### src/rtl/core/aw3_pkg.sv
// Shared types and constants for the 3D aggregation walker.
package aw3_pkg;

  localparam int XW = 8;
  localparam int YW = 4;
  localparam int ZW = 8;
  localparam int DW = 3;
  localparam int SW = 2;

  localparam logic OP_START = 1'b0;
  localparam logic OP_STEP  = 1'b1;

  localparam logic [DW-1:0] DIR_XP = 3'd0;
  localparam logic [DW-1:0] DIR_XN = 3'd1;
  localparam logic [DW-1:0] DIR_YP = 3'd2;
  localparam logic [DW-1:0] DIR_YN = 3'd3;
  localparam logic [DW-1:0] DIR_ZP = 3'd4;
  localparam logic [DW-1:0] DIR_ZN = 3'd5;

  localparam logic [SW-1:0] ST_MOVING   = 2'd0;
  localparam logic [SW-1:0] ST_NEIGHBOR = 2'd1;
  localparam logic [SW-1:0] ST_EDGE     = 2'd2;
  localparam logic [SW-1:0] ST_NONE     = 2'd3;

  typedef struct packed {
    logic          op;
    logic [XW-1:0] start_x;
    logic [YW-1:0] start_y;
    logic [ZW-1:0] start_z;
    logic [DW-1:0] direction;
  } in_word_t;

  typedef struct packed {
    logic [SW-1:0] status;
    logic [XW-1:0] pos_x;
    logic [YW-1:0] pos_y;
    logic [ZW-1:0] pos_z;
    logic [XW-1:0] prev_x;
    logic [YW-1:0] prev_y;
    logic [ZW-1:0] prev_z;
  } out_word_t;

  typedef struct packed {
    logic clear_row;
    logic load;
    logic start_scan;
    logic rd;
    logic finish;
    logic out_load;
  } ctrl_cmd_t;

  typedef struct packed {
    logic clr_last;
    logic no_walker;
    logic shell;
    logic rd_last;
    logic out_busy;
  } dp_stat_t;

endpackage

### src/rtl/core/aw3_ctrl.sv
// Sequencer for clearing, position update, neighbor scan and result hand-off.
module aw3_ctrl (
  input  logic               clk,
  input  logic               rst_n,
  input  logic               in_valid,
  output logic               in_ready,
  input  aw3_pkg::dp_stat_t  stat,
  output aw3_pkg::ctrl_cmd_t cmd
);

  typedef enum logic [6:0] {
    S_CLEAR  = 7'b0000001,
    S_IDLE   = 7'b0000010,
    S_EVAL   = 7'b0000100,
    S_READ   = 7'b0001000,
    S_WAIT   = 7'b0010000,
    S_DECIDE = 7'b0100000,
    S_OUT    = 7'b1000000
  } state_t;

  state_t state_r, state_nxt;

  always_ff @(posedge clk) begin
    if (!rst_n) begin
      state_r <= S_CLEAR;
    end else begin
      state_r <= state_nxt;
    end
  end

  always_comb begin
    state_nxt = state_r;
    cmd       = '0;
    in_ready  = 1'b0;
    unique case (state_r)
      S_CLEAR: begin
        cmd.clear_row = 1'b1;
        if (stat.clr_last) state_nxt = S_IDLE;
      end
      S_IDLE: begin
        in_ready = 1'b1;
        if (in_valid) begin
          cmd.load  = 1'b1;
          state_nxt = S_EVAL;
        end
      end
      S_EVAL: begin
        if (stat.no_walker || stat.shell) begin
          cmd.finish = 1'b1;
          state_nxt  = S_OUT;
        end else begin
          cmd.start_scan = 1'b1;
          state_nxt      = S_READ;
        end
      end
      S_READ: begin
        cmd.rd = 1'b1;
        if (stat.rd_last) state_nxt = S_WAIT;
      end
      S_WAIT: begin
        state_nxt = S_DECIDE;
      end
      S_DECIDE: begin
        cmd.finish = 1'b1;
        state_nxt  = S_OUT;
      end
      S_OUT: begin
        if (!stat.out_busy) begin
          cmd.out_load = 1'b1;
          state_nxt    = S_IDLE;
        end
      end
      default: begin
        state_nxt = S_IDLE;
      end
    endcase
  end

endmodule

### config.mk
export PLATFORM = sky130hd
export DESIGN_NAME = aw3_ctrl
export DESIGN_NICKNAME = d
export VERILOG_FILES = /design/src/rtl/core/aw3_pkg.sv /design/src/rtl/core/aw3_ctrl.sv
export SDC_FILE = /design/constraint.sdc
export NUM_CORES = 1
export LEC_CHECK = 0
export ABC_AREA = 1
export ABC_CLOCK_PERIOD_IN_PS = 1500
export BUFFER_PORTS_ARGS = -buffer_cell sky130_fd_sc_hd__clkbuf_2
export CAP_MARGIN = 20
export CORE_AREA = 2 2 39 41
export CTS_BUF_LIST = sky130_fd_sc_hd__clkbuf_4 sky130_fd_sc_hd__clkbuf_8
export DETAILED_ROUTE_END_ITERATION = 6
export DIE_AREA = 0 0 41 43
export HOLD_SLACK_MARGIN = 0.12
export SETUP_SLACK_MARGIN = 0.4
export SKIP_LAST_GASP = 1
export SLEW_MARGIN = 20
export SYNTH_ARGS = -nofsm -noshare
export SYNTH_HDL_FRONTEND = slang
export SYNTH_SLANG_ARGS = --single-unit
export TNS_END_PERCENT = 20
### constraint.sdc
create_clock -name clk -period 1.5 [get_ports clk]
set_input_delay 0.15 -clock clk [delete_from_list [all_inputs] [get_ports clk]]
set_output_delay 0.15 -clock clk [all_outputs]
set_load 0.005 [all_outputs]
==> impl_metrics.xml, run 1 <==
<?xml version="1.0" encoding="UTF-8"?>
<metrics>
  <group name="grt">
    <metric name="number_of_antenna_violations_at_the_first_check_in_global_routing" unit="">0</metric>
    <metric name="grt_pass1_wl" unit="um">1880</metric>
    <metric name="grtUsageTotal" unit="">0.164</metric>
    <metric name="largest_net_degree_at_the_start_of_global_routing" unit="">6</metric>
    <metric name="first_global_vias" unit="">483</metric>
    <metric name="grt_remaining_overflow" unit="">0</metric>
  </group>
  <group name="clock_network">
    <metric name="clock_sink_count" unit="">7</metric>
    <metric name="clock_tree.buffer_depth" unit="">2</metric>
    <metric name="clkSlewWorstSetupHoldPaths" unit="ns">0.05</metric>
    <metric name="clk_latency" unit="ns">0.25</metric>
    <metric name="number_of_buffers_created_by_cts" unit="">3</metric>
    <metric name="tritoncts" unit="">built</metric>
    <metric name="ctsRootBufferMaster" unit="">clkbuf_4</metric>
    <metric name="htree_num_levels" unit="">1</metric>
  </group>
  <group name="floorplanning">
    <metric name="io_pins" unit="">15</metric>
    <metric name="die_height" unit="um">43</metric>
    <metric name="die-area" unit="mm2">0.00176</metric>
    <metric name="placementRows" unit="">14</metric>
    <metric name="dieWidth" unit="um">41</metric>
    <metric name="coreArea" unit="mm2">0.00138</metric>
    <metric name="start_util" unit="">0.326</metric>
  </group>
  <group name="cells_and_area">
    <metric name="final_core_utilization" unit="">0.525</metric>
    <metric name="final_net_count" unit="">113</metric>
    <metric name="largestRegisters" unit="">state_r: 7 flops</metric>
    <metric name="final_layout_size_suffix_gt1_frac" unit="">0.529</metric>
    <metric name="register_containing_the_most_flip_flops_in_the_final_layout" unit="">state_r</metric>
    <metric name="insertedDiodeCount" unit="">0</metric>
    <metric name="largest_reg_flops" unit="">7</metric>
    <metric name="areaGrowthSynthToFinish" unit="%">60.9</metric>
    <metric name="fin_cells" unit="">120</metric>
  </group>
  <group name="logic_synthesis">
    <metric name="total_of_flip_flops_plus_latches_after_synthesis" unit="">7</metric>
    <metric name="yosysSeqAreaShare" unit="">0.310</metric>
    <metric name="syn_avg_cell_area" unit="um2">5.65</metric>
    <metric name="cells_after_synth" unit="">80</metric>
    <metric name="synth.lib_cells_used.distinct" unit="">12</metric>
    <metric name="synth_area" unit="um2">452</metric>
    <metric name="mapped_nets" unit="">88</metric>
    <metric name="yosysWarnings" unit="">0</metric>
  </group>
  <group name="place">
    <metric name="count_of_input_and_output_buffers" unit="">14</metric>
    <metric name="place_inst" unit="">109</metric>
    <metric name="gp_congestion" unit="">0.737</metric>
    <metric name="dp_wirelength" unit="um">841</metric>
  </group>
  <group name="setup_path">
    <metric name="crit_path_most_repeated_cell" unit="">nor2_4</metric>
    <metric name="worstSetupStartpointType" unit="">flop</metric>
    <metric name="critical_path_arrival" unit="ns">1.20</metric>
    <metric name="worstPathCellList" unit="">nor2_4 &gt; nand2_4 &gt; nor2_4 &gt; o21ai_2 &gt; nand2_1 &gt; clkbuf_2</metric>
    <metric name="critical-path-max-stage-delay" unit="ns">0.36</metric>
    <metric name="slowest_library_cell_on_the_worst_path" unit="">dfxtp_4</metric>
    <metric name="worst-setup-path-type" unit="">flop to output port</metric>
    <metric name="critPathRequiredTime" unit="ns">1.35</metric>
    <metric name="max_fo_critical_path" unit="">4</metric>
    <metric name="type_of_element_capturing_the_critical_path" unit="">output port</metric>
  </group>
  <group name="route">
    <metric name="drtAntennaViolNets" unit="">0</metric>
    <metric name="first_pass_iteration_count_of_the_detailed_router" unit="">7</metric>
    <metric name="drt_iter0_drc" unit="">9</metric>
    <metric name="total_number_of_vias" unit="">570</metric>
    <metric name="drt-vias-per-instance" unit="">4.75</metric>
    <metric name="detail_route.wl_per_cell" unit="um">10.3</metric>
    <metric name="route.detailed.drc" unit="">0</metric>
    <metric name="drt-total-wl" unit="um">1230</metric>
  </group>
  <group name="timing">
    <metric name="final-max-slew-violation-count" unit="">0</metric>
    <metric name="timing.final.crit_period" unit="ns">1.35</metric>
    <metric name="maxSlewHeadroom" unit="">0.886</metric>
    <metric name="totalNegativeSetupSlack" unit="ns">0</metric>
    <metric name="setup_violations" unit="">0</metric>
    <metric name="fmax" unit="MHz">740</metric>
    <metric name="hold_violations" unit="">0</metric>
    <metric name="worstMarginPinSlew" unit="ns">0.171</metric>
    <metric name="rsz0062_at_grt" unit="">yes</metric>
    <metric name="finalCritPeriodShare" unit="">0.900</metric>
    <metric name="final.setup_skew" unit="ns">0.000180</metric>
  </group>
  <group name="pwr">
    <metric name="leakagePower" unit="nW">0.399</metric>
    <metric name="power.density_cell_area" unit="mW/mm2">667</metric>
    <metric name="design_power_total" unit="mW">0.485</metric>
    <metric name="vdd_ir_drop_max" unit="mV">0.402</metric>
  </group>
  <group name="run_status">
    <metric name="outcome" unit="">finished, final reports clean</metric>
  </group>
  <group name="job">
    <metric name="maxCapViolCount" unit="">0</metric>
  </group>
  <group name="min_path">
    <metric name="worst_hold_path_type" unit="">primary input to flop</metric>
  </group>
</metrics>
[logic make-up (layout without fill, tap and decap cells)]
| group | after synthesis | after routing | share of synthesized area |
|---|---|---|---|
| compound gates | 2 | 2 | 0.0221 |
| flops | 7 | 7 | 0.310 |
| buf+inv | 17 | 41 | 0.150 |
| simple gates | 54 | 54 | 0.518 |
[cells in the mapped netlist]
| master | n | area share |
|---|---|---|
| inv_1 | 16 | 0.13 |
| nor2_2 | 3 | 0.042 |
| nand2_2 | 1 | 0.014 |
| a21oi_1 | 1 | 0.011 |
| nand3_1 | 7 | 0.078 |
| nand3b_2 | 1 | 0.025 |
| o21ai_0 | 1 | 0.011 |
| buf_4 | 1 | 0.017 |
| nor2_1 | 18 | 0.15 |
| nand2_1 | 20 | 0.17 |
| nor3_1 | 4 | 0.044 |
| dfxtp_1 | 7 | 0.31 |
[final timing paths]
kind / from / end / slack (ns) / depth (start not counted)
worst max-delay path: state_r[5] / cmd[1] / 0.15 / 6
worst min-delay path: rst_n / state_r[0] / 0.13 / 2
worst max register to register: state_r[5] / state_r[6] / 0.26 / 9
worst min register to register: state_r[4] / state_r[5] / 0.53 / 2
[final cells by class]
type / count / area, um2
clock buffers: 4 / 30.0
flip-flops and latches: 7 / 156
multi-input cells: 56 / 335
repair buffers: 21 / 123
inverters: 16 / 62.6
well taps: 16 / 20.0
fillers: 145 / 657
[report_power, final]
group / switching (mW) / internal [mW]
registers: 0.00970 / 0.191
logic: 0.0525 / 0.0391
clock network: 0.0732 / 0.120
total: 0.135 / 0.350
[metal layers]
metal	wire length, um	vias up	share of wire	track usage
met5	0	-	0	0
met4	51	0	0.041	0.153
met3	67	5	0.054	0.0157
met2	606	28	0.49	0.231
met1	504	248	0.41	0.205
li1	-	289	-	-
[stage by stage]
stage,setup slack (ns),hold WS [ns],instance area (um2)
floorplan,0.439,0.219,452
global placement,0.317,0.377,534
detailed placement,0.278,0.394,534
CTS,0.141,0.131,622
global route,0.0698,0.135,727
finish,0.150,0.127,727
[cell usage in the layout, fill, tap and decap left out]
master / count
nor2_1: 11
a21oi_1: 1
nor3_2: 1
clkbuf_2: 13
inv_4: 1
nor3_1: 3
buf_2: 1
o21ai_2: 1
nand3b_2: 1
nor2_2: 4
inv_2: 2
nor2_4: 6
clkbuf_4: 4
nand2_4: 4
inv_1: 13
buf_4: 7
nand2_2: 3
nand2_1: 14
dfxtp_2: 4
nand3_1: 7
dfxtp_4: 3
[critical path, delay by kind of cell, from the launching register on]
kind,cells,cell delay [ns]
and+or+nand+nor,4,0.41
buffers and inverters,1,0.10
DFF,1,0.36
AOI/OAI and AO/OA,1,0.07
[repair_timing]
item | in CTS | in global routing
hold buffers | 0 | 0
setup endpoints to repair | 10 | 12
pin swaps | 5 | 8
buffers inserted | 2 | 5
resized for setup | 16 | 25
Note: power is estimated with default switching activity, not from simulation.
==> run 2, diff against run 1 <==
- CORE_AREA: 2 2 39 41 -> 4 4 41 43
- DIE_AREA: 0 0 41 43 -> 0 0 45 47
==> run 2 against run 1 <==
  * Hold slack gained 0.029 ns
  * Largest power group unchanged
  * Wire length shrank 8.5%
  * Design area shrank 8.6%
  * Sequential share of layout area grew 0.71 points
  * Global-route usage shrank 3.7 points
==> impl_metrics.xml, run 2 (synthesis results as in run 1) <==
<?xml version="1.0" encoding="UTF-8"?>
<metrics>
  <group name="cells_and_area">
    <metric name="final_layout_size_suffix_gt1_frac" unit="">0.460</metric>
    <metric name="layout_common_cells" unit="">inv_1, nand2_1, clkbuf_2, nor2_1, nand3_1</metric>
    <metric name="register_containing_the_most_flip_flops_in_the_final_layout" unit="">state_r</metric>
    <metric name="largestRegisters" unit="">state_r: 7 flops</metric>
    <metric name="largest_reg_flops" unit="">7</metric>
    <metric name="areaGrowthSynthToFinish" unit="%">47.1</metric>
    <metric name="final_net_count" unit="">109</metric>
    <metric name="insertedDiodeCount" unit="">0</metric>
    <metric name="fin_cells" unit="">115</metric>
  </group>
  <group name="floorplanning">
    <metric name="dieWidth" unit="um">45</metric>
    <metric name="die-area" unit="mm2">0.00212</metric>
    <metric name="coreArea" unit="mm2">0.00130</metric>
    <metric name="die_height" unit="um">47</metric>
    <metric name="start_util" unit="">0.347</metric>
    <metric name="placementRows" unit="">13</metric>
    <metric name="io_pins" unit="">15</metric>
  </group>
  <group name="clock_network">
    <metric name="clock_sink_count" unit="">7</metric>
    <metric name="tritoncts" unit="">built</metric>
    <metric name="clock_tree.buffer_depth" unit="">2</metric>
    <metric name="clk_latency" unit="ns">0.25</metric>
    <metric name="clkSlewWorstSetupHoldPaths" unit="ns">0.05</metric>
    <metric name="htree_num_levels" unit="">1</metric>
    <metric name="ctsRootBufferMaster" unit="">clkbuf_4</metric>
    <metric name="number_of_buffers_created_by_cts" unit="">3</metric>
  </group>
  <group name="place">
    <metric name="place_inst" unit="">108</metric>
    <metric name="dp_wirelength" unit="um">882</metric>
    <metric name="count_of_input_and_output_buffers" unit="">14</metric>
    <metric name="gp_congestion" unit="">0.751</metric>
  </group>
  <group name="min_path">
    <metric name="worst_hold_path_type" unit="">primary input to flop</metric>
    <metric name="timing.hold.worst.start" unit="">stat[4]</metric>
    <metric name="timing.hold.worst_endpoint" unit="">state_r[0]</metric>
    <metric name="hold-path-cell-count" unit="">3</metric>
  </group>
  <group name="timing">
    <metric name="hold_violations" unit="">0</metric>
    <metric name="fmax" unit="MHz">742</metric>
    <metric name="totalNegativeSetupSlack" unit="ns">0</metric>
    <metric name="worstMarginPinSlew" unit="ns">0.180</metric>
    <metric name="finalCritPeriodShare" unit="">0.898</metric>
    <metric name="timing.final.crit_period" unit="ns">1.35</metric>
    <metric name="rsz0062_at_grt" unit="">yes</metric>
    <metric name="final.setup_skew" unit="ns">0.00197</metric>
    <metric name="maxSlewHeadroom" unit="">0.880</metric>
    <metric name="setup_violations" unit="">0</metric>
    <metric name="final-max-slew-violation-count" unit="">0</metric>
  </group>
  <group name="setup_path">
    <metric name="worstSetupStartpointType" unit="">flop</metric>
    <metric name="type_of_element_capturing_the_critical_path" unit="">output port</metric>
    <metric name="critical_path_arrival" unit="ns">1.20</metric>
    <metric name="worst_path_dominant_cell_family" unit="">simple AND/OR/NAND/NOR gates</metric>
    <metric name="worstPathCellList" unit="">inv_1 &gt; nand2_1 &gt; nor2_4 &gt; nand2_2 &gt; nor2_2 &gt; clkbuf_2</metric>
    <metric name="max_fo_critical_path" unit="">4</metric>
    <metric name="reg2reg_slack" unit="ns">0.19</metric>
    <metric name="critical-path-max-stage-delay" unit="ns">0.34</metric>
    <metric name="critPathRequiredTime" unit="ns">1.35</metric>
    <metric name="timing.rr.start" unit="">state_r[6]</metric>
    <metric name="r2r-end" unit="">state_r[1]</metric>
    <metric name="worst-setup-path-type" unit="">flop to output port</metric>
    <metric name="slowest_library_cell_on_the_worst_path" unit="">dfxtp_2</metric>
    <metric name="reg2regPathDepth" unit="">10</metric>
    <metric name="timing.critical_path.buf_inv" unit="">2</metric>
  </group>
  <group name="pwr">
    <metric name="power.switching_fraction" unit="">0.273</metric>
    <metric name="power.switching" unit="mW">0.131</metric>
    <metric name="share_seq_of_total_power" unit="">0.423</metric>
    <metric name="comb_power_share" unit="">0.175</metric>
    <metric name="leakagePower" unit="nW">0.374</metric>
    <metric name="clock_power_share" unit="">0.403</metric>
    <metric name="vdd_ir_drop_max" unit="mV">0.470</metric>
    <metric name="power_report.internal_total" unit="mW">0.350</metric>
    <metric name="power.density_cell_area" unit="mW/mm2">725</metric>
  </group>
  <group name="grt">
    <metric name="number_of_antenna_violations_at_the_first_check_in_global_routing" unit="">0</metric>
    <metric name="grt_pass1_wl" unit="um">1900</metric>
    <metric name="largest_net_degree_at_the_start_of_global_routing" unit="">6</metric>
    <metric name="grtUsageTotal" unit="">0.127</metric>
    <metric name="first_global_vias" unit="">486</metric>
    <metric name="grt_remaining_overflow" unit="">0</metric>
  </group>
  <group name="route">
    <metric name="met3_length" unit="um">65</metric>
    <metric name="route.detailed.drc" unit="">0</metric>
    <metric name="first_pass_iteration_count_of_the_detailed_router" unit="">2</metric>
    <metric name="drt-vias-per-instance" unit="">4.49</metric>
    <metric name="route.top_layer_used" unit="">met4</metric>
    <metric name="detail_route.wl_per_cell" unit="um">9.78</metric>
    <metric name="drt-total-wl" unit="um">1130</metric>
    <metric name="total_number_of_vias" unit="">516</metric>
    <metric name="drtAntennaViolNets" unit="">0</metric>
    <metric name="dr_wl_met2" unit="um">522</metric>
    <metric name="met1Wirelength" unit="um">491</metric>
    <metric name="drt_iter0_drc" unit="">5</metric>
  </group>
  <group name="run_status">
    <metric name="outcome" unit="">finished, final reports clean</metric>
  </group>
  <group name="job">
    <metric name="maxCapViolCount" unit="">0</metric>
  </group>
</metrics>
==> run 2: cell count changes in the layout (fill, tap and decap cells not counted), sizes merged <==
cell | previous run | this run
buf | 8 | 2
clkbuf | 17 | 18
dlygate4sd3 | 0 | 1
==> run 2: per-stage QoR <==
| step | power, mW | util | cell area [um2] | setup WS [ns] | hold slack [ns] |
|---|---|---|---|---|---|
| after floorplan | 0.249 | - | 452 | 0.439 | 0.219 |
| final | 0.482 | 0.511 | 664 | 0.152 | 0.157 |
| after CTS | 0.481 | 0.461 | 599 | 0.112 | 0.159 |
| after global placement | 0.276 | 0.410 | 533 | 0.332 | 0.386 |
| after global routing | 0.521 | 0.511 | 664 | 0.0631 | 0.181 |
| after detailed placement | 0.276 | 0.410 | 533 | 0.280 | 0.385 |
==> run 2: worst max path at each step <==
stage          depth (start not counted)       start         end
6_report                               6  state_r[6]      cmd[4]
5_1_grt                                6  state_r[6]      cmd[4]
4_1_cts                                6  state_r[1]      cmd[1]
3_5_place_dp                           6  state_r[5]      cmd[1]
3_3_place_gp                           6  state_r[5]      cmd[1]
2_1_floorplan                          8  state_r[5]  state_r[1]
==> run 2: layout make-up <==
class	instances	area [um2]
Timing Repair Buffer	17	95.1
Multi-Input combinational cell	56	313
Inverter	16	60.1
Clock buffer	4	30.0
Sequential cell	7	148
Tap cell	15	18.8
Fill cell	155	637
==> run 2: routing by layer <==
layer,vias to the layer above,track usage
met1,219,0.143
met4,0,0.105
li1,278,-
met2,14,0.203
met3,5,0.0307
met5,-,0
==> run 2: power groups by stage <==
| stage | registers (mW) | clock network (mW) | logic, mW |
|---|---|---|---|
| after detailed placement | 0.204 | 0 | 0.0725 |
| after CTS | 0.202 | 0.200 | 0.0782 |
| final | 0.204 | 0.194 | 0.0842 |
| after global routing | 0.205 | 0.220 | 0.0962 |
| after global placement | 0.203 | 0 | 0.0723 |
| after floorplan | 0.202 | 0 | 0.0466 |
==> run 2: tightest hold or removal path, cell delays in order <==
cell and delay, ns:
clkbuf_2 0.07, nand3b_2 0.11, nand2_1 0.04
==> run 2: what timing repair did <==
action / 4_1_cts / 5_1_grt
resized for setup: 8 / 20
endpoints found under the setup margin: 10 / 11
hold buffers: 1 / 0
hold endpoints to repair: 1 / 0
pin swaps: 4 / 6
setup buffers: 1 / 1
==> run 3, diff against run 2 <==
- ABC_CLOCK_PERIOD_IN_PS: 1500 -> 1300
- clock period: 1.5 -> 1.3 ns (I/O delays scaled with it)
==> run 3 against run 2 <==
  * The flow now finishes with violations (setup timing)
  * Clock power is 17% higher
  * Non-clock buffer count grew 6
  * Wire length increased by 5.4%
  * Largest power group unchanged
==> impl_metrics.xml, run 3 (synthesis results as in run 1) <==
<?xml version="1.0" encoding="UTF-8"?>
<metrics>
  <group name="pwr">
    <metric name="comb_power_share" unit="">0.194</metric>
    <metric name="clock_power_share" unit="">0.400</metric>
    <metric name="power_report.internal_total" unit="mW">0.408</metric>
    <metric name="power.switching_fraction" unit="">0.281</metric>
    <metric name="power.switching" unit="mW">0.160</metric>
    <metric name="power.density_cell_area" unit="mW/mm2">768</metric>
    <metric name="share_seq_of_total_power" unit="">0.406</metric>
    <metric name="leakagePower" unit="nW">0.401</metric>
    <metric name="vdd_ir_drop_max" unit="mV">0.452</metric>
  </group>
  <group name="grt">
    <metric name="grt_pass1_wl" unit="um">1870</metric>
    <metric name="grtUsageTotal" unit="">0.128</metric>
    <metric name="grt_remaining_overflow" unit="">0</metric>
    <metric name="number_of_antenna_violations_at_the_first_check_in_global_routing" unit="">0</metric>
    <metric name="first_global_vias" unit="">454</metric>
    <metric name="largest_net_degree_at_the_start_of_global_routing" unit="">6</metric>
  </group>
  <group name="floorplanning">
    <metric name="placementRows" unit="">13</metric>
    <metric name="start_util" unit="">0.347</metric>
    <metric name="die-area" unit="mm2">0.00212</metric>
    <metric name="dieWidth" unit="um">45</metric>
    <metric name="coreArea" unit="mm2">0.00130</metric>
    <metric name="die_height" unit="um">47</metric>
    <metric name="io_pins" unit="">15</metric>
  </group>
  <group name="cells_and_area">
    <metric name="insertedDiodeCount" unit="">0</metric>
    <metric name="final_core_utilization" unit="">0.567</metric>
    <metric name="largest_reg_flops" unit="">7</metric>
    <metric name="layout_common_cells" unit="">nand2_1, inv_1, clkbuf_2, nor2_1</metric>
    <metric name="final_layout_size_suffix_gt1_frac" unit="">0.528</metric>
    <metric name="areaGrowthSynthToFinish" unit="%">63.4</metric>
    <metric name="final_net_count" unit="">115</metric>
    <metric name="register_containing_the_most_flip_flops_in_the_final_layout" unit="">state_r</metric>
    <metric name="layout_commonest_cell" unit="">nand2_1</metric>
    <metric name="largestRegisters" unit="">state_r: 7 flops</metric>
  </group>
  <group name="timing">
    <metric name="hold_violations" unit="">0</metric>
    <metric name="fmax" unit="MHz">759</metric>
    <metric name="final-max-slew-violation-count" unit="">0</metric>
    <metric name="worstMarginPinSlew" unit="ns">0.169</metric>
    <metric name="final.setup_skew" unit="ns">0.00550</metric>
    <metric name="setup_violations" unit="">4</metric>
    <metric name="post-route-worst-setup-slack" unit="ns">-0.0181</metric>
    <metric name="timing.final.crit_period" unit="ns">1.32</metric>
    <metric name="maxSlewHeadroom" unit="">0.886</metric>
    <metric name="finalCritPeriodShare" unit="">1.01</metric>
    <metric name="rsz0062_at_grt" unit="">yes</metric>
  </group>
  <group name="route">
    <metric name="drtAntennaViolNets" unit="">0</metric>
    <metric name="total_number_of_vias" unit="">540</metric>
    <metric name="drt-total-wl" unit="um">1190</metric>
    <metric name="drt_iter0_drc" unit="">5</metric>
    <metric name="detail_route.wl_per_cell" unit="um">9.80</metric>
    <metric name="drt-vias-per-instance" unit="">4.46</metric>
    <metric name="route.detailed.drc" unit="">0</metric>
    <metric name="first_pass_iteration_count_of_the_detailed_router" unit="">4</metric>
  </group>
  <group name="setup_path">
    <metric name="type_of_element_capturing_the_critical_path" unit="">output port</metric>
    <metric name="worst-setup-path-type" unit="">flop to output port</metric>
    <metric name="max_fo_critical_path" unit="">4</metric>
    <metric name="critical-path-max-stage-delay" unit="ns">0.32</metric>
    <metric name="critPathRequiredTime" unit="ns">1.17</metric>
    <metric name="slowest_library_cell_on_the_worst_path" unit="">dfxtp_2</metric>
    <metric name="critical_path_arrival" unit="ns">1.19</metric>
    <metric name="worstPathCellList" unit="">inv_2 &gt; nand2_2 &gt; nor2_4 &gt; nand2_2 &gt; nor2_2 &gt; clkbuf_2</metric>
    <metric name="worstSetupStartpointType" unit="">flop</metric>
    <metric name="crit_path_most_repeated_cell" unit="">nand2_2</metric>
  </group>
  <group name="run_status">
    <metric name="violated_checks" unit="">setup timing</metric>
    <metric name="outcome" unit="">complete, but fails checks</metric>
  </group>
  <group name="clock_network">
    <metric name="ctsRootBufferMaster" unit="">clkbuf_4</metric>
    <metric name="number_of_buffers_created_by_cts" unit="">3</metric>
    <metric name="clk_latency" unit="ns">0.26</metric>
    <metric name="clock_tree.buffer_depth" unit="">2</metric>
    <metric name="clock_sink_count" unit="">7</metric>
    <metric name="clkSlewWorstSetupHoldPaths" unit="ns">0.06</metric>
    <metric name="tritoncts" unit="">built</metric>
    <metric name="htree_num_levels" unit="">1</metric>
  </group>
  <group name="min_path">
    <metric name="worst_hold_path_type" unit="">primary input to flop</metric>
  </group>
  <group name="place">
    <metric name="count_of_input_and_output_buffers" unit="">14</metric>
    <metric name="pre_cts_slack" unit="ns">0.0879</metric>
    <metric name="dp_wirelength" unit="um">865</metric>
    <metric name="gp_congestion" unit="">0.801</metric>
  </group>
  <group name="job">
    <metric name="maxCapViolCount" unit="">0</metric>
  </group>
</metrics>
[run 3: per-layer routing]
metal / global-route usage / up-vias / share of wire
li1: - / 296 / -
met1: 0.148 / 229 / 0.45
met2: 0.206 / 12 / 0.47
met3: 0.0230 / 3 / 0.045
met4: 0.105 / 0 / 0.027
met5: 0 / - / 0
[run 3: power groups by stage]
stage	sequential, mW	clock (mW)	combinational (mW)
after floorplan	0.236	0	0.0559
after global placement	0.238	0	0.0842
after detailed placement	0.238	0	0.0851
after CTS	0.234	0.234	0.0968
after global routing	0.231	0.245	0.124
final	0.230	0.227	0.110
[run 3: area by class of cell]
class,count,area [um2]
Timing Repair Buffer,23,145
Fill cell,136,563
Sequential cell,7,154
Multi-Input combinational cell,56,330
Tap cell,15,18.8
Clock buffer,4,30.0
Inverter,16,60.1
[run 3: through the flow]
step,hold slack (ns),cells,instance area (um2),TNS [ns],power [mW]
CTS,0.126,120,667,-0.166,0.565
global route,0.132,121,738,-0.644,0.600
floorplan,0.199,80,469,0,0.292
global placement,0.356,108,551,0,0.322
finish,0.123,121,738,-0.0463,0.567
detailed placement,0.355,108,551,0,0.323
[run 3: what timing repair did]
action	4_1_cts	5_1_grt
endpoints found under the hold margin	2	0
endpoints found under the setup margin	12	13
hold buffers	3	0
pin swaps	5	9
gates resized for setup	8	24
setup buffers	5	1
[run 3: critical path, delay by kind of cell (launching register included)]
| kind | cells | cell delay [ns] |
|---|---|---|
| simple gates | 4 | 0.40 |
| buf+inv | 2 | 0.20 |
| flops | 1 | 0.32 |
[run 3: worst paths after layout]
path / startpoint / to / slack (ns) / cells past startpoint
hold reg to reg: state_r[1] / state_r[1] / 0.53 / 2
hold / removal: rst_n / state_r[6] / 0.12 / 3
setup reg to reg: state_r[5] / state_r[1] / 0.04 / 10
setup / recovery: state_r[2] / cmd[4] / -0.02 / 6
