$ cat config.mk
export PLATFORM = sky130hd
export DESIGN_NAME = aw3_dp
export DESIGN_NICKNAME = d
export VERILOG_FILES = /design/src/rtl/core/aw3_pkg.sv /design/src/rtl/core/aw3_dp.sv
export SDC_FILE = /design/constraint.sdc
export NUM_CORES = 1
export LEC_CHECK = 0
export BUFFER_PORTS_ARGS = -buffer_cell sky130_fd_sc_hd__buf_4
export CORE_UTILIZATION = 34
export DETAILED_ROUTE_END_ITERATION = 10
export PLACE_DENSITY = 0.62
export SLEW_MARGIN = 20
export SYNTH_ARGS = -nofsm -noshare
export SYNTH_HDL_FRONTEND = slang
export SYNTH_SLANG_ARGS = --single-unit
$ cat constraint.sdc
create_clock -name clk -period 4.9 [get_ports clk]
set_input_delay 0.735 -clock clk [delete_from_list [all_inputs] [get_ports clk]]
set_output_delay 0.735 -clock clk [all_outputs]
set_load 0.01 [all_outputs]
$ cat src/rtl/core/aw3_pkg.sv
// Shared types and constants for the 3D aggregation walker.
package aw3_pkg;

  localparam int XW = 8;
  localparam int YW = 4;
  localparam int ZW = 8;
  localparam int DW = 3;
  localparam int SW = 2;

  localparam logic OP_START = 1'b0;
  localparam logic OP_STEP  = 1'b1;

  localparam logic [DW-1:0] DIR_XP = 3'd0;
  localparam logic [DW-1:0] DIR_XN = 3'd1;
  localparam logic [DW-1:0] DIR_YP = 3'd2;
  localparam logic [DW-1:0] DIR_YN = 3'd3;
  localparam logic [DW-1:0] DIR_ZP = 3'd4;
  localparam logic [DW-1:0] DIR_ZN = 3'd5;

  localparam logic [SW-1:0] ST_MOVING   = 2'd0;
  localparam logic [SW-1:0] ST_NEIGHBOR = 2'd1;
  localparam logic [SW-1:0] ST_EDGE     = 2'd2;
  localparam logic [SW-1:0] ST_NONE     = 2'd3;

  typedef struct packed {
    logic          op;
    logic [XW-1:0] start_x;
    logic [YW-1:0] start_y;
    logic [ZW-1:0] start_z;
    logic [DW-1:0] direction;
  } in_word_t;

  typedef struct packed {
    logic [SW-1:0] status;
    logic [XW-1:0] pos_x;
    logic [YW-1:0] pos_y;
    logic [ZW-1:0] pos_z;
    logic [XW-1:0] prev_x;
    logic [YW-1:0] prev_y;
    logic [ZW-1:0] prev_z;
  } out_word_t;

  typedef struct packed {
    logic clear_row;
    logic load;
    logic start_scan;
    logic rd;
    logic finish;
    logic out_load;
  } ctrl_cmd_t;

  typedef struct packed {
    logic clr_last;
    logic no_walker;
    logic shell;
    logic rd_last;
    logic out_busy;
  } dp_stat_t;

endpackage

$ cat src/rtl/core/aw3_dp.sv
// Walker registers, shell test, neighbor scan addressing and output register.
module aw3_dp #(
  parameter int GRID_X = 256,
  parameter int GRID_Y = 16,
  parameter int GRID_Z = 256
) (
  input  logic                                 clk,
  input  logic                                 rst_n,
  input  aw3_pkg::in_word_t                    in_data,
  input  aw3_pkg::ctrl_cmd_t                   cmd,
  output aw3_pkg::dp_stat_t                    stat,
  output logic                                 mem_wr_en,
  output logic                                 mem_wr_clear,
  output logic [$clog2(GRID_Y*GRID_Z)-1:0]     mem_wr_row,
  output logic [$clog2(GRID_X)-1:0]            mem_wr_col,
  output logic                                 mem_rd_en,
  output logic [$clog2(GRID_Y*GRID_Z)-1:0]     mem_rd_row,
  input  logic [GRID_X-1:0]                    mem_rd_data,
  output logic                                 out_valid,
  input  logic                                 out_ready,
  output aw3_pkg::out_word_t                   out_data
);

  localparam int ROWS  = GRID_Y * GRID_Z;
  localparam int ROW_W = $clog2(ROWS);
  localparam int COL_W = $clog2(GRID_X);
  localparam int CW    = 11;
  localparam logic [CW-1:0] GX    = CW'(GRID_X);
  localparam logic [CW-1:0] GY    = CW'(GRID_Y);
  localparam logic [CW-1:0] GZ    = CW'(GRID_Z);
  localparam logic [CW-1:0] GX_M1 = CW'(GRID_X - 1);
  localparam logic [CW-1:0] GY_M1 = CW'(GRID_Y - 1);
  localparam logic [CW-1:0] GZ_M1 = CW'(GRID_Z - 1);
  localparam logic [ROW_W-1:0] ROW_LAST = ROW_W'(ROWS - 1);
  localparam logic [ROW_W-1:0] ROW_MUL  = ROW_W'(GRID_Y);

  logic [aw3_pkg::XW-1:0] walker_x_r, walker_x_nxt, before_x_r, before_x_nxt;
  logic [aw3_pkg::YW-1:0] walker_y_r, walker_y_nxt, before_y_r, before_y_nxt;
  logic [aw3_pkg::ZW-1:0] walker_z_r, walker_z_nxt, before_z_r, before_z_nxt;
  logic                   active_r, active_nxt;
  logic                   no_walker_r, no_walker_nxt;
  logic [ROW_W-1:0]       clr_cnt_r;
  logic [1:0]             dy_r, dz_r;
  logic                   rd_pend_r, rd_mid_r, hit_r;
  logic [aw3_pkg::SW-1:0] status_r, status_nxt;
  logic                   out_valid_r;
  aw3_pkg::out_word_t     out_data_r;

  logic [CW-1:0] xe, ye, ze;
  logic          shell, in_grid, stick;
  logic [4:0]    yy;
  logic [8:0]    zz, xm, xp;
  logic [ROW_W-1:0] cell_row;
  logic          nb_bits;

  assign xe = CW'(walker_x_r);
  assign ye = CW'(walker_y_r);
  assign ze = CW'(walker_z_r);

  assign shell = (xe == '0) || (ye == '0) || (ze == '0) ||
                 (xe >= GX_M1) || (ye >= GY_M1) || (ze >= GZ_M1);
  assign in_grid = (xe < GX) && (ye < GY) && (ze < GZ);

  // neighbor row: (z + dz - 1, y + dy - 1); only used strictly inside the shell
  assign yy = 5'(walker_y_r) + 5'(dy_r) - 5'd1;
  assign zz = 9'(walker_z_r) + 9'(dz_r) - 9'd1;
  assign xm = 9'(walker_x_r) - 9'd1;
  assign xp = 9'(walker_x_r) + 9'd1;

  assign mem_rd_row = ROW_W'(ROW_W'(zz) * ROW_MUL + ROW_W'(yy));
  assign cell_row   = ROW_W'(ROW_W'(walker_z_r) * ROW_MUL + ROW_W'(walker_y_r));
  assign mem_rd_en  = cmd.rd;

  assign nb_bits = mem_rd_data[COL_W'(xm)] | mem_rd_data[COL_W'(xp)] |
                   (!rd_mid_r & mem_rd_data[COL_W'(walker_x_r)]);

  always_comb begin
    if (no_walker_r) begin
      status_nxt = aw3_pkg::ST_NONE;
    end else if (shell) begin
      status_nxt = aw3_pkg::ST_EDGE;
    end else if (hit_r) begin
      status_nxt = aw3_pkg::ST_NEIGHBOR;
    end else begin
      status_nxt = aw3_pkg::ST_MOVING;
    end
  end

  assign stick = cmd.finish && (status_nxt == aw3_pkg::ST_EDGE ||
                                status_nxt == aw3_pkg::ST_NEIGHBOR);

  assign mem_wr_en    = cmd.clear_row || (stick && in_grid);
  assign mem_wr_clear = cmd.clear_row;
  assign mem_wr_row   = cmd.clear_row ? clr_cnt_r : cell_row;
  assign mem_wr_col   = COL_W'(walker_x_r);

  always_comb begin
    walker_x_nxt  = walker_x_r;
    walker_y_nxt  = walker_y_r;
    walker_z_nxt  = walker_z_r;
    before_x_nxt  = before_x_r;
    before_y_nxt  = before_y_r;
    before_z_nxt  = before_z_r;
    active_nxt    = active_r;
    no_walker_nxt = no_walker_r;
    if (cmd.load) begin
      no_walker_nxt = (in_data.op == aw3_pkg::OP_STEP) && !active_r;
      if (in_data.op == aw3_pkg::OP_START) begin
        walker_x_nxt = in_data.start_x;
        walker_y_nxt = in_data.start_y;
        walker_z_nxt = in_data.start_z;
        before_x_nxt = in_data.start_x;
        before_y_nxt = in_data.start_y;
        before_z_nxt = in_data.start_z;
        active_nxt   = 1'b1;
      end else if (active_r) begin
        before_x_nxt = walker_x_r;
        before_y_nxt = walker_y_r;
        before_z_nxt = walker_z_r;
        case (in_data.direction)
          aw3_pkg::DIR_XP: walker_x_nxt = walker_x_r + 1'b1;
          aw3_pkg::DIR_XN: walker_x_nxt = walker_x_r - 1'b1;
          aw3_pkg::DIR_YP: walker_y_nxt = walker_y_r + 1'b1;
          aw3_pkg::DIR_YN: walker_y_nxt = walker_y_r - 1'b1;
          aw3_pkg::DIR_ZP: walker_z_nxt = walker_z_r + 1'b1;
          aw3_pkg::DIR_ZN: walker_z_nxt = walker_z_r - 1'b1;
          default: ;
        endcase
      end
    end
    if (stick) begin
      active_nxt = 1'b0;
    end
  end

  always_ff @(posedge clk) begin
    if (!rst_n) begin
      walker_x_r  <= '0;
      walker_y_r  <= '0;
      walker_z_r  <= '0;
      before_x_r  <= '0;
      before_y_r  <= '0;
      before_z_r  <= '0;
      active_r    <= 1'b0;
      no_walker_r <= 1'b0;
      clr_cnt_r   <= '0;
      dy_r        <= '0;
      dz_r        <= '0;
      rd_pend_r   <= 1'b0;
      rd_mid_r    <= 1'b0;
      hit_r       <= 1'b0;
      status_r    <= aw3_pkg::ST_MOVING;
      out_valid_r <= 1'b0;
    end else begin
      walker_x_r  <= walker_x_nxt;
      walker_y_r  <= walker_y_nxt;
      walker_z_r  <= walker_z_nxt;
      before_x_r  <= before_x_nxt;
      before_y_r  <= before_y_nxt;
      before_z_r  <= before_z_nxt;
      active_r    <= active_nxt;
      no_walker_r <= no_walker_nxt;
      if (cmd.clear_row) clr_cnt_r <= clr_cnt_r + 1'b1;
      rd_pend_r <= cmd.rd;
      rd_mid_r  <= cmd.rd && (dy_r == 2'd1) && (dz_r == 2'd1);
      if (cmd.start_scan) begin
        dy_r  <= '0;
        dz_r  <= '0;
        hit_r <= 1'b0;
      end else begin
        if (cmd.rd) begin
          if (dy_r == 2'd2) begin
            dy_r <= '0;
            dz_r <= dz_r + 1'b1;
          end else begin
            dy_r <= dy_r + 1'b1;
          end
        end
        if (rd_pend_r) hit_r <= hit_r | nb_bits;
      end
      if (cmd.finish) status_r <= status_nxt;
      if (cmd.out_load) begin
        out_valid_r <= 1'b1;
      end else if (out_ready) begin
        out_valid_r <= 1'b0;
      end
    end
  end

  always_ff @(posedge clk) begin
    if (cmd.out_load) begin
      out_data_r.status <= status_r;
      if (no_walker_r) begin
        out_data_r.pos_x  <= '0;
        out_data_r.pos_y  <= '0;
        out_data_r.pos_z  <= '0;
        out_data_r.prev_x <= '0;
        out_data_r.prev_y <= '0;
        out_data_r.prev_z <= '0;
      end else begin
        out_data_r.pos_x  <= walker_x_r;
        out_data_r.pos_y  <= walker_y_r;
        out_data_r.pos_z  <= walker_z_r;
        out_data_r.prev_x <= before_x_r;
        out_data_r.prev_y <= before_y_r;
        out_data_r.prev_z <= before_z_r;
      end
    end
  end

  assign stat.clr_last  = (clr_cnt_r == ROW_LAST);
  assign stat.no_walker = no_walker_r;
  assign stat.shell     = shell;
  assign stat.rd_last   = (dy_r == 2'd2) && (dz_r == 2'd2);
  assign stat.out_busy  = out_valid_r && !out_ready;

  assign out_valid = out_valid_r;
  assign out_data  = out_data_r;

endmodule

==> results of run 1 <==
[worst paths after layout]
path,endpoint,slack [ps],startpoint
setup / recovery,hit_r,750,mem_wr_col[0]
hold / removal,out_data[41],430,status_r[1]
setup reg to reg,hit_r,750,mem_wr_col[0]
hold reg to reg,out_data[41],430,status_r[1]
[critical path: cells and delay by family, from the launching register on]
kind                     cells  cell delay [ps]
flip-flops                   1              630
multiplexers                 3              710
XOR/XNOR                     1              720
adder cells (fa/ha/maj)      1              350
AO/OA/AOI/OAI                2              440
AND/OR/NAND/NOR              3              470
buffers and inverters        2              690
[metal layers]
metal	wire length (um)	vias up	GRT usage (%)
met1	19200	5743	33.9
met2	24000	702	44.2
met4	1410	2	9.02
met5	13	-	0
li1	-	5200	-
met3	4480	86	4.73
[cell usage after synthesis, drive strengths merged (10+ instances only)]
cell     count  area [sq um]
a21oi       55           279
xor2        19           166
xnor2       27           263
nor2b       39           244
a2111oi     10          87.6
buf         60           410
ha          37           463
a22oi       13          97.6
clkbuf      42           158
nand2      101           398
and3        12          75.1
o221ai      12           105
inv         43           161
nand3       33           165
mux2i       92           921
mux4       175          3940
o21ai       47           239
nor3        16          85.1
dfxtp       64          1280
a211oi      20           150
nor2        88           330
edfxtp      42          1260
[cell families (layout without fill, tap and decap cells)]
logic type,after synthesis,count (layout),share of synthesized area [%]
compound gates,224,224,12.1
xor+xnor,46,46,3.49
fa+ha+maj,41,41,4.42
buf+inv,146,457,5.97
flops,106,106,20.7
mux,275,275,40.3
other cells,0,3,0
simple gates,330,330,13.0
[power groups by stage]
stage / combinational (mW) / clock [mW] / sequential [mW]
final: 1.74 / 0.698 / 1.04
after floorplan: 1.06 / 0 / 1.03
after detailed placement: 1.72 / 0 / 1.06
after global placement: 1.71 / 0 / 1.06
after global routing: 1.85 / 0.753 / 1.05
after CTS: 1.73 / 0.714 / 1.04
[sequential cells by signal, summed over array words and instances (netlist names), 4 cells and up]
register	cells
before_y_r	4
out_data	42
mem_wr_col	8
before_x_r	8
walker_z_r	8
clr_cnt_r	12
walker_y_r	4
before_z_r	8
[cell type report]
| type | count | area (sq um) |
|---|---|---|
| Antenna cell | 3 | 7.51 |
| Timing Repair Buffer | 397 | 3010 |
| Tap cell | 461 | 577 |
| Multi-Input combinational cell | 916 | 9070 |
| Inverter | 44 | 165 |
| Clock inverter | 6 | 48.8 |
| Sequential cell | 106 | 2550 |
| Clock buffer | 10 | 229 |
| Fill cell | 3438 | 19900 |
==> out/qor.csv, run 1 <==
stage,metric,value,unit
detailed_routing,DR vias/cell,6.04,
clock_tree,H-tree Lvls,3,
synthesis,register area share after synthesis,20.7,%
grt,antenna violations before repair,4,
layout,design area,15700,sq um
timing,min cycle time layout,4150,ps
run,Max-Cap Viols,0,
timing,final setup TNS,0,ps
grt,first-pass GRT wire length,72.5,mm
layout,most frequent cells in the layout,"buf_4, mux4_2, nand2_1",
power_and_ir_drop,Max VDD drop,0.167,mV
clock_tree,Post-CTS Hold Buffers,0,
worst_setup_path,worst path required time,5140,ps
floorplan,die width,192,um
clock_tree,clock root buffer master,clkbuf_16,
timing,Max Freq,241,MHz
synthesis,"EDFF count, synth",42,
grt,All-Layer GR Usage,26.3,%
power_and_ir_drop,Final Power,3.48,mW
place,GPL Wtd Cong,0.932,
timing,clk_skew,9.66,ps
floorplan,row cnt,69,
synthesis,synthesized area per cell,10.5,sq um
hold_path,hold crit path type,flip-flop to flip-flop,
power_and_ir_drop,sequential power share,29.9,%
timing,final setup fails,0,
layout,final core utilization,44.0,%
power_and_ir_drop,PwrDens,222,nW/um^2
synthesis,"Warnings, synthesis",0,
worst_setup_path,crit path DAT,4390,ps
clock_tree,Resize count post-CTS,0,
floorplan,Initial Util,34.5,%
floorplan,io pins,372,
worst_setup_path,Startpoint Class,flip-flop,
worst_setup_path,Critical-path top delay cell,xor2_4,
timing,Worst-Margin Slew,1130,ps
synthesis,syn nets,1498,
timing,final worst path period share,84.6,%
layout,Area Overhead vs Synth,27.4,%
place,DP HPWL,38.8,mm
detailed_routing,DRC viols,0,
hold_path,WHS Path Cells,0,
power_and_ir_drop,Lkg Pwr,6.08,nW
timing,worst hold slack,431,ps
grt,pin count of the biggest net entering global routing,86,
synthesis,Post-Syn Instances,1168,
grt,grt total ovfl,0,
timing,RSZ-0062 raised after global routing,false,
synthesis,ys async rst share,0,%
detailed_routing,antenna-violating nets left,0,
worst_setup_path,Setup crit end kind,flip-flop,
worst_setup_path,Crit path largest cell delay,720,ps
worst_setup_path,worst setup path class,flip-flop to flip-flop,
synthesis,netlist area before placement,12300,sq um
clock_tree,Clock Tree Buf Depth,2,
timing,Slew HR,22.9,%
power_and_ir_drop,Internal,2.17,mW
floorplan,Core ar.,35600,sq um
layout,final instance count without filler cells,1943,
synthesis,Synth cell types,76,
clock_tree,TritonCTS clock tree,done,
clock_tree,CTS sink cnt,106,
layout,layout cells sized above 1,41.7,%
timing,Worst Slack Setup Final,754,ps
floorplan,Chip Height,192,um
power_and_ir_drop,clock share of power,20.1,%
floorplan,die area,36900,sq um
power_and_ir_drop,NetSw,1.31,mW
detailed_routing,1st-iter DRT viols,954,
place,dpl ws,804,ps
synthesis,Most used DFF post-synth,dfxtp_1,
clock_tree,cts bufs inserted,9,
detailed_routing,drt pass-1 iters,5,
run_status,status,completed,
detailed_routing,wire per inst,25.3,um
place,placed cell area,15400,sq um
timing,"Slew Viols, Final",0,
clock_tree,"Clk pin slew, worst setup/hold paths",70,ps
timing,final hold vios,0,
place,PortBufs,371,
clock_tree,post-CTS setup buffer count,0,
layout,"leading cell type in the layout, fill and taps excluded",buf_4,
power_and_ir_drop,sw frac,37.5,%
worst_setup_path,depth of the worst register-to-register path,12,
place,Inst Count DP,1924,
clock_tree,"Clk Latency, worst-skew pair",350,ps
grt,vias in the first global route,11900,
detailed_routing,DR vias,11700,
detailed_routing,drt total wl,49.1,mm
worst_setup_path,CP max FO,28,
layout,Final nets,1804,
synthesis,Yosys reg bits,106,
power_and_ir_drop,combinational share of power,50.0,%
worst_setup_path,CP Cell Sequence,"inv_2, ha_1, xor2_4, buf_4, mux4_2, mux2i_1, mux2i_1, o211ai_1, nand3_1, nor4_1, nand3_1, o31a_1",
No activity file was read; power rests on OpenSTA's default activity.
==> inputs of run 2 (changes only) <==
--- a/config.mk
+++ b/config.mk
@@ -8,7 +8,7 @@
 export BUFFER_PORTS_ARGS = -buffer_cell sky130_fd_sc_hd__buf_4
 export CORE_UTILIZATION = 34
 export DETAILED_ROUTE_END_ITERATION = 10
-export PLACE_DENSITY = 0.62
+export PLACE_DENSITY = 0.64
 export SLEW_MARGIN = 20
 export SYNTH_ARGS = -nofsm -noshare
 export SYNTH_HDL_FRONTEND = slang
==> constraint.sdc (replaced) <==
create_clock -name clk -period 3.7 [get_ports clk]
set_input_delay 0.555 -clock clk [delete_from_list [all_inputs] [get_ports clk]]
set_output_delay 0.555 -clock clk [all_outputs]
set_load 0.01 [all_outputs]
==> run 2 against run 1 <==
Net effect:
- sequential power up 30%
- critical path depth increased by 2
- core utilization rose by 0.99 points
- clock power increased by 45%
- largest cell class unchanged
- largest power group unchanged
==> out/qor.csv, run 2 (synthesized netlist as in run 1, its figures left out) <==
stage,metric,value,unit
floorplan,row cnt,69,
clock_tree,H-tree Lvls,3,
worst_setup_path,worst path required time,3140,ps
worst_setup_path,CP max FO,5,
floorplan,Core ar.,35600,sq um
floorplan,io pins,372,
layout,fillcell total,3389,
layout,Final nets,1835,
grt,vias in the first global route,11900,
power_and_ir_drop,sequential power share,28.3,%
detailed_routing,DRC viols,0,
layout,most frequent cells in the layout,"buf_4, mux4_2, nand2_1",
grt,All-Layer GR Usage,26.5,%
hold_path,Hold Crit Start,status_r[1],
clock_tree,Clock Tree Buf Depth,2,
grt,antenna violations before repair,0,
layout,design area,16000,sq um
worst_setup_path,reg-to-reg critical path startpoint,mem_wr_col[1],
layout,final instance count without filler cells,1971,
worst_setup_path,Crit. Startpoint,dy_r[1],
floorplan,die width,192,um
floorplan,die area,36900,sq um
power_and_ir_drop,Final Power,4.78,mW
grt,pin count of the biggest net entering global routing,74,
worst_setup_path,crit path DAT,2990,ps
place,GPL Wtd Cong,0.931,
clock_tree,"Clk Latency, worst-skew pair",360,ps
run_status,status,completed,
timing,Slew HR,35.7,%
timing,"Slew Viols, Final",0,
timing,Max Freq,282,MHz
floorplan,Initial Util,34.5,%
detailed_routing,drt pass-1 iters,5,
clock_tree,cts bufs inserted,9,
power_and_ir_drop,NetSw,1.77,mW
clock_tree,clock root buffer master,clkbuf_16,
detailed_routing,DR vias,11900,
detailed_routing,DR vias/cell,6.05,
place,placed cell area,15700,sq um
timing,clk_skew,7.10,ps
layout,Antenna Cells,0,
worst_setup_path,Setup crit end kind,primary output,
grt,first-pass GRT wire length,73.7,mm
power_and_ir_drop,Lkg Pwr,6.27,nW
worst_setup_path,worst setup path class,flip-flop to primary output,
layout,Area Overhead vs Synth,30.3,%
layout,"leading cell type in the layout, fill and taps excluded",buf_4,
timing,min cycle time layout,3550,ps
power_and_ir_drop,clock share of power,21.2,%
clock_tree,CTS sink cnt,106,
floorplan,Chip Height,192,um
place,PortBufs,371,
grt,grt total ovfl,0,
clock_tree,TritonCTS clock tree,done,
power_and_ir_drop,combinational share of power,50.5,%
place,Inst Count DP,1955,
run,Max-Cap Viols,0,
detailed_routing,drt total wl,48.9,mm
detailed_routing,antenna-violating nets left,0,
power_and_ir_drop,Max VDD drop,0.289,mV
worst_setup_path,Startpoint Class,flip-flop,
clock_tree,"Clk pin slew, worst setup/hold paths",70,ps
timing,Worst-Margin Slew,962,ps
timing,final worst path period share,95.9,%
layout,number of flip-flops in the largest register,42,
detailed_routing,1st-iter DRT viols,980,
timing,final setup fails,0,
detailed_routing,wire per inst,24.8,um
timing,final hold vios,0,
power_and_ir_drop,sw frac,37.1,%
layout,layout cells sized above 1,43.8,%
power_and_ir_drop,Internal,3.01,mW
power_and_ir_drop,PwrDens,299,nW/um^2
place,DP HPWL,39.3,mm
hold_path,hold crit path type,flip-flop to flip-flop,
-- run 2: layout make-up --
type | count | area, sq um | share of cell area [%]
Tap cell | 461 | 577 | 3.60
Multi-Input combinational cell | 916 | 9100 | 56.9
Sequential cell | 106 | 2560 | 16.0
Inverter | 44 | 165 | 1.03
Clock inverter | 7 | 87.6 | 0.547
Clock buffer | 9 | 225 | 1.41
Timing Repair Buffer | 428 | 3290 | 20.5
-- run 2: worst paths after layout --
| kind | to | slack [ps] | depth (start not counted) |
|---|---|---|---|
| max | mem_rd_row[11] | 150 | 14 |
| min | out_data[41] | 450 | 0 |
| max reg2reg | hit_r | 250 | 9 |
| min reg2reg | out_data[41] | 450 | 0 |
-- run 2: per-stage QoR --
| step | hold slack (ps) | setup TNS, ps | worst slack, ps | util (%) |
|---|---|---|---|---|
| global placement | 409 | 0 | 323 | 44.0 |
| finish | 445 | 0 | 152 | 45.0 |
| CTS | 452 | 0 | 58.2 | 44.9 |
| detailed placement | 429 | 0 | 307 | 44.0 |
| floorplan | 403 | 0 | 4.88 | - |
| global route | 457 | -37.3 | -37.3 | 45.0 |
-- run 2: worst max-delay path: stages, from the launching register on --
cell and delay (ps):
dfxtp_2 360, inv_1 90, ha_2 320, inv_1 40, ha_1 210, a21oi_1 130, nor2_1 60, nor2_1 110
xnor2_1 180, ha_2 220, and3_1 220, nand3_2 110, nor3b_2 230, xnor2_1 180, buf_4 170
-- run 2: metal layers --
metal / global-route usage (%) / share of wire [%]
met5: 0 / 0
met4: 9.57 / 3.6
met3: 3.31 / 8.4
met2: 45.6 / 49
met1: 34.1 / 39
-- run 2: repair_timing --
item / in CTS / in global routing
endpoints found under the setup margin: 1 / 2
pin swaps: 1 / 2
hold buffers: 0 / 0
buffers inserted: 0 / 0
gates resized for setup: 2 / 10
-- run 2: power by group through the flow --
stage,Clock (mW),Combinational (mW),Sequential (mW)
floorplan,0,1.42,1.37
global placement,0,2.38,1.38
detailed placement,0,2.39,1.38
CTS,1.03,2.40,1.35
global route,1.07,2.58,1.36
finish,1.01,2.42,1.35
==> inputs of run 3 (changes only) <==
--- a/config.mk
+++ b/config.mk
@@ -9,6 +9,7 @@
 export CORE_UTILIZATION = 34
 export DETAILED_ROUTE_END_ITERATION = 10
 export PLACE_DENSITY = 0.64
+export RECOVER_POWER = 100
 export SLEW_MARGIN = 20
 export SYNTH_ARGS = -nofsm -noshare
 export SYNTH_HDL_FRONTEND = slang
==> run 3 against run 2 <==
Net effect:
- the flow now finishes with violations (capacitance limit, slew limit)
- largest power group unchanged
- critical path type unchanged
- clock power is essentially flat
- via count barely moved
- clock skew barely moved
- register-to-register slack barely moved
==> out/qor.csv, run 3 (synthesized netlist as in run 1, its figures left out) <==
stage,metric,value,unit
detailed_routing,wire per inst,24.9,um
layout,number of flip-flops in the largest register,42,
floorplan,row cnt,69,
worst_setup_path,Crit path largest cell delay,340,ps
clock_tree,TritonCTS clock tree,done,
timing,Max Freq,281,MHz
power_and_ir_drop,sw frac,37.6,%
worst_setup_path,CP max FO,5,
place,DP HPWL,39.3,mm
clock_tree,"Clk pin slew, worst setup/hold paths",70,ps
power_and_ir_drop,combinational share of power,49.9,%
hold_path,Hold Crit Start,status_r[1],
run_status,failing checks,"capacitance limit, slew limit",
power_and_ir_drop,sequential power share,28.6,%
grt,first-pass GRT wire length,73.7,mm
layout,Antenna Cells,0,
layout,final instance count without filler cells,1971,
worst_setup_path,"CP delay by family, top",simple AND/OR/NAND/NOR gates,
power_and_ir_drop,PwrDens,302,nW/um^2
worst_setup_path,Startpoint Class,flip-flop,
power_and_ir_drop,Max VDD drop,0.286,mV
power_and_ir_drop,Lkg Pwr,5.94,nW
power_and_ir_drop,Internal,2.96,mW
timing,clk_skew,6.91,ps
run,Max-Cap Viols,2,
layout,"leading cell type in the layout, fill and taps excluded",buf_4,
grt,pin count of the biggest net entering global routing,74,
hold_path,hold crit path type,flip-flop to flip-flop,
detailed_routing,antenna-violating nets left,0,
clock_tree,clock root buffer master,clkbuf_16,
detailed_routing,1st-iter DRT viols,1024,
layout,layout cells sized above 1,38.1,%
worst_setup_path,Setup crit end kind,primary output,
floorplan,Core ar.,35600,sq um
worst_setup_path,CP Cell Sequence,"inv_1, ha_2, inv_1, ha_1, a21oi_1, nor2_1, nor2_1, xnor2_1, ha_2, and3_1, nand3_2, nor3b_2, xnor2_1, buf_4",
floorplan,die area,36900,sq um
floorplan,die width,192,um
clock_tree,Clock Tree Buf Depth,2,
clock_tree,post-CTS setup buffer count,0,
power_and_ir_drop,Final Power,4.74,mW
worst_setup_path,worst setup path class,flip-flop to primary output,
clock_tree,"Clk Latency, worst-skew pair",360,ps
clock_tree,Post-CTS Hold Buffers,0,
clock_tree,CTS sink cnt,106,
floorplan,io pins,372,
timing,Slew HR,-70.5,%
worst_setup_path,worst path required time,3140,ps
detailed_routing,drt pass-1 iters,5,
detailed_routing,DR vias/cell,6.05,
worst_setup_path,reg-to-reg critical path startpoint,mem_wr_col[1],
power_and_ir_drop,clock share of power,21.5,%
worst_setup_path,Crit. Startpoint,dy_r[1],
floorplan,Initial Util,34.5,%
layout,Area Overhead vs Synth,27.7,%
timing,final setup fails,0,
floorplan,Chip Height,192,um
run_status,status,"finished, violations left",
timing,final hold vios,0,
grt,grt total ovfl,0,
place,Inst Count DP,1955,
layout,most frequent cells in the layout,"buf_4, mux4_2, nand2_1",
worst_setup_path,Critical-path top delay cell,dfxtp_2,
power_and_ir_drop,NetSw,1.78,mW
layout,Final nets,1835,
timing,Worst-Margin Slew,2560,ps
detailed_routing,drt total wl,49.1,mm
timing,min cycle time layout,3550,ps
clock_tree,H-tree Lvls,3,
worst_setup_path,crit path DAT,3000,ps
grt,antenna violations before repair,0,
clock_tree,cts bufs inserted,9,
detailed_routing,DRC viols,0,
detailed_routing,DR vias,11900,
timing,final worst path period share,96.0,%
grt,vias in the first global route,11900,
worst_setup_path,worst path buffer plus inverter count,3,
place,GPL Wtd Cong,0.931,
place,PortBufs,371,
grt,All-Layer GR Usage,26.5,%
timing,"Slew Viols, Final",87,
[run 3: worst register-to-register path, cell delays in order, from the launching register on]
cell      delay, ps
dfxtp_4         390
buf_12          370
mux4_2          620
a22o_1          240
nor4b_1         550
a221oi_1        240
o2111a_1        350
nor4_1          230
nand3_1         100
o31a_1          250
[run 3: metrics by stage]
stage	instance area [sq um]	setup WS [ps]	utilization (%)	setup TNS [ps]	hold slack, ps
after floorplan	12400	4.88	-	0	403
after global placement	15700	323	44.0	0	409
after detailed placement	15700	307	44.0	0	429
after CTS	16000	58.2	44.9	0	452
after global routing	15700	-37.3	44.1	-37.3	457
final	15700	147	44.1	0	446
[run 3: power groups by stage]
| stage | combinational (mW) | sequential, mW | clock [mW] |
|---|---|---|---|
| 2_1_floorplan | 1.42 | 1.37 | 0 |
| 3_3_place_gp | 2.38 | 1.38 | 0 |
| 3_5_place_dp | 2.39 | 1.38 | 0 |
| 4_1_cts | 2.40 | 1.35 | 1.03 |
| 5_1_grt | 2.53 | 1.36 | 1.07 |
| 6_report | 2.37 | 1.35 | 1.02 |
[run 3: area by class of cell]
| class | count | area (sq um) |
|---|---|---|
| Clock inverter | 7 | 87.6 |
| Fill cell | 3473 | 19900 |
| Tap cell | 461 | 577 |
| Inverter | 44 | 165 |
| Multi-Input combinational cell | 916 | 9090 |
| Timing Repair Buffer | 428 | 2980 |
| Clock buffer | 9 | 225 |
| Sequential cell | 106 | 2560 |
[run 3: final timing paths]
check | slack, ps | cells past startpoint | end
max | 150 | 14 | mem_rd_row[11]
min | 450 | 0 | out_data[41]
max reg2reg | 250 | 9 | hit_r
min reg2reg | 450 | 0 | out_data[41]
[run 3: repair_timing]
item                       4_1_cts  5_1_grt
hold endpoints to repair         0        0
pin swaps                        1        2
setup endpoints to repair        1        2
gates resized for setup          2       10
[run 3: per-layer routing]
metal / routed length [um] / GRT usage [%] / part of all wire [%] / up-vias
met5: 0 / 0 / 0 / -
met4: 1670 / 9.57 / 3.4 / 0
met3: 3920 / 3.31 / 8.0 / 98
met2: 24100 / 45.6 / 49 / 735
met1: 19500 / 34.1 / 40 / 5832
li1: - / - / - / 5264
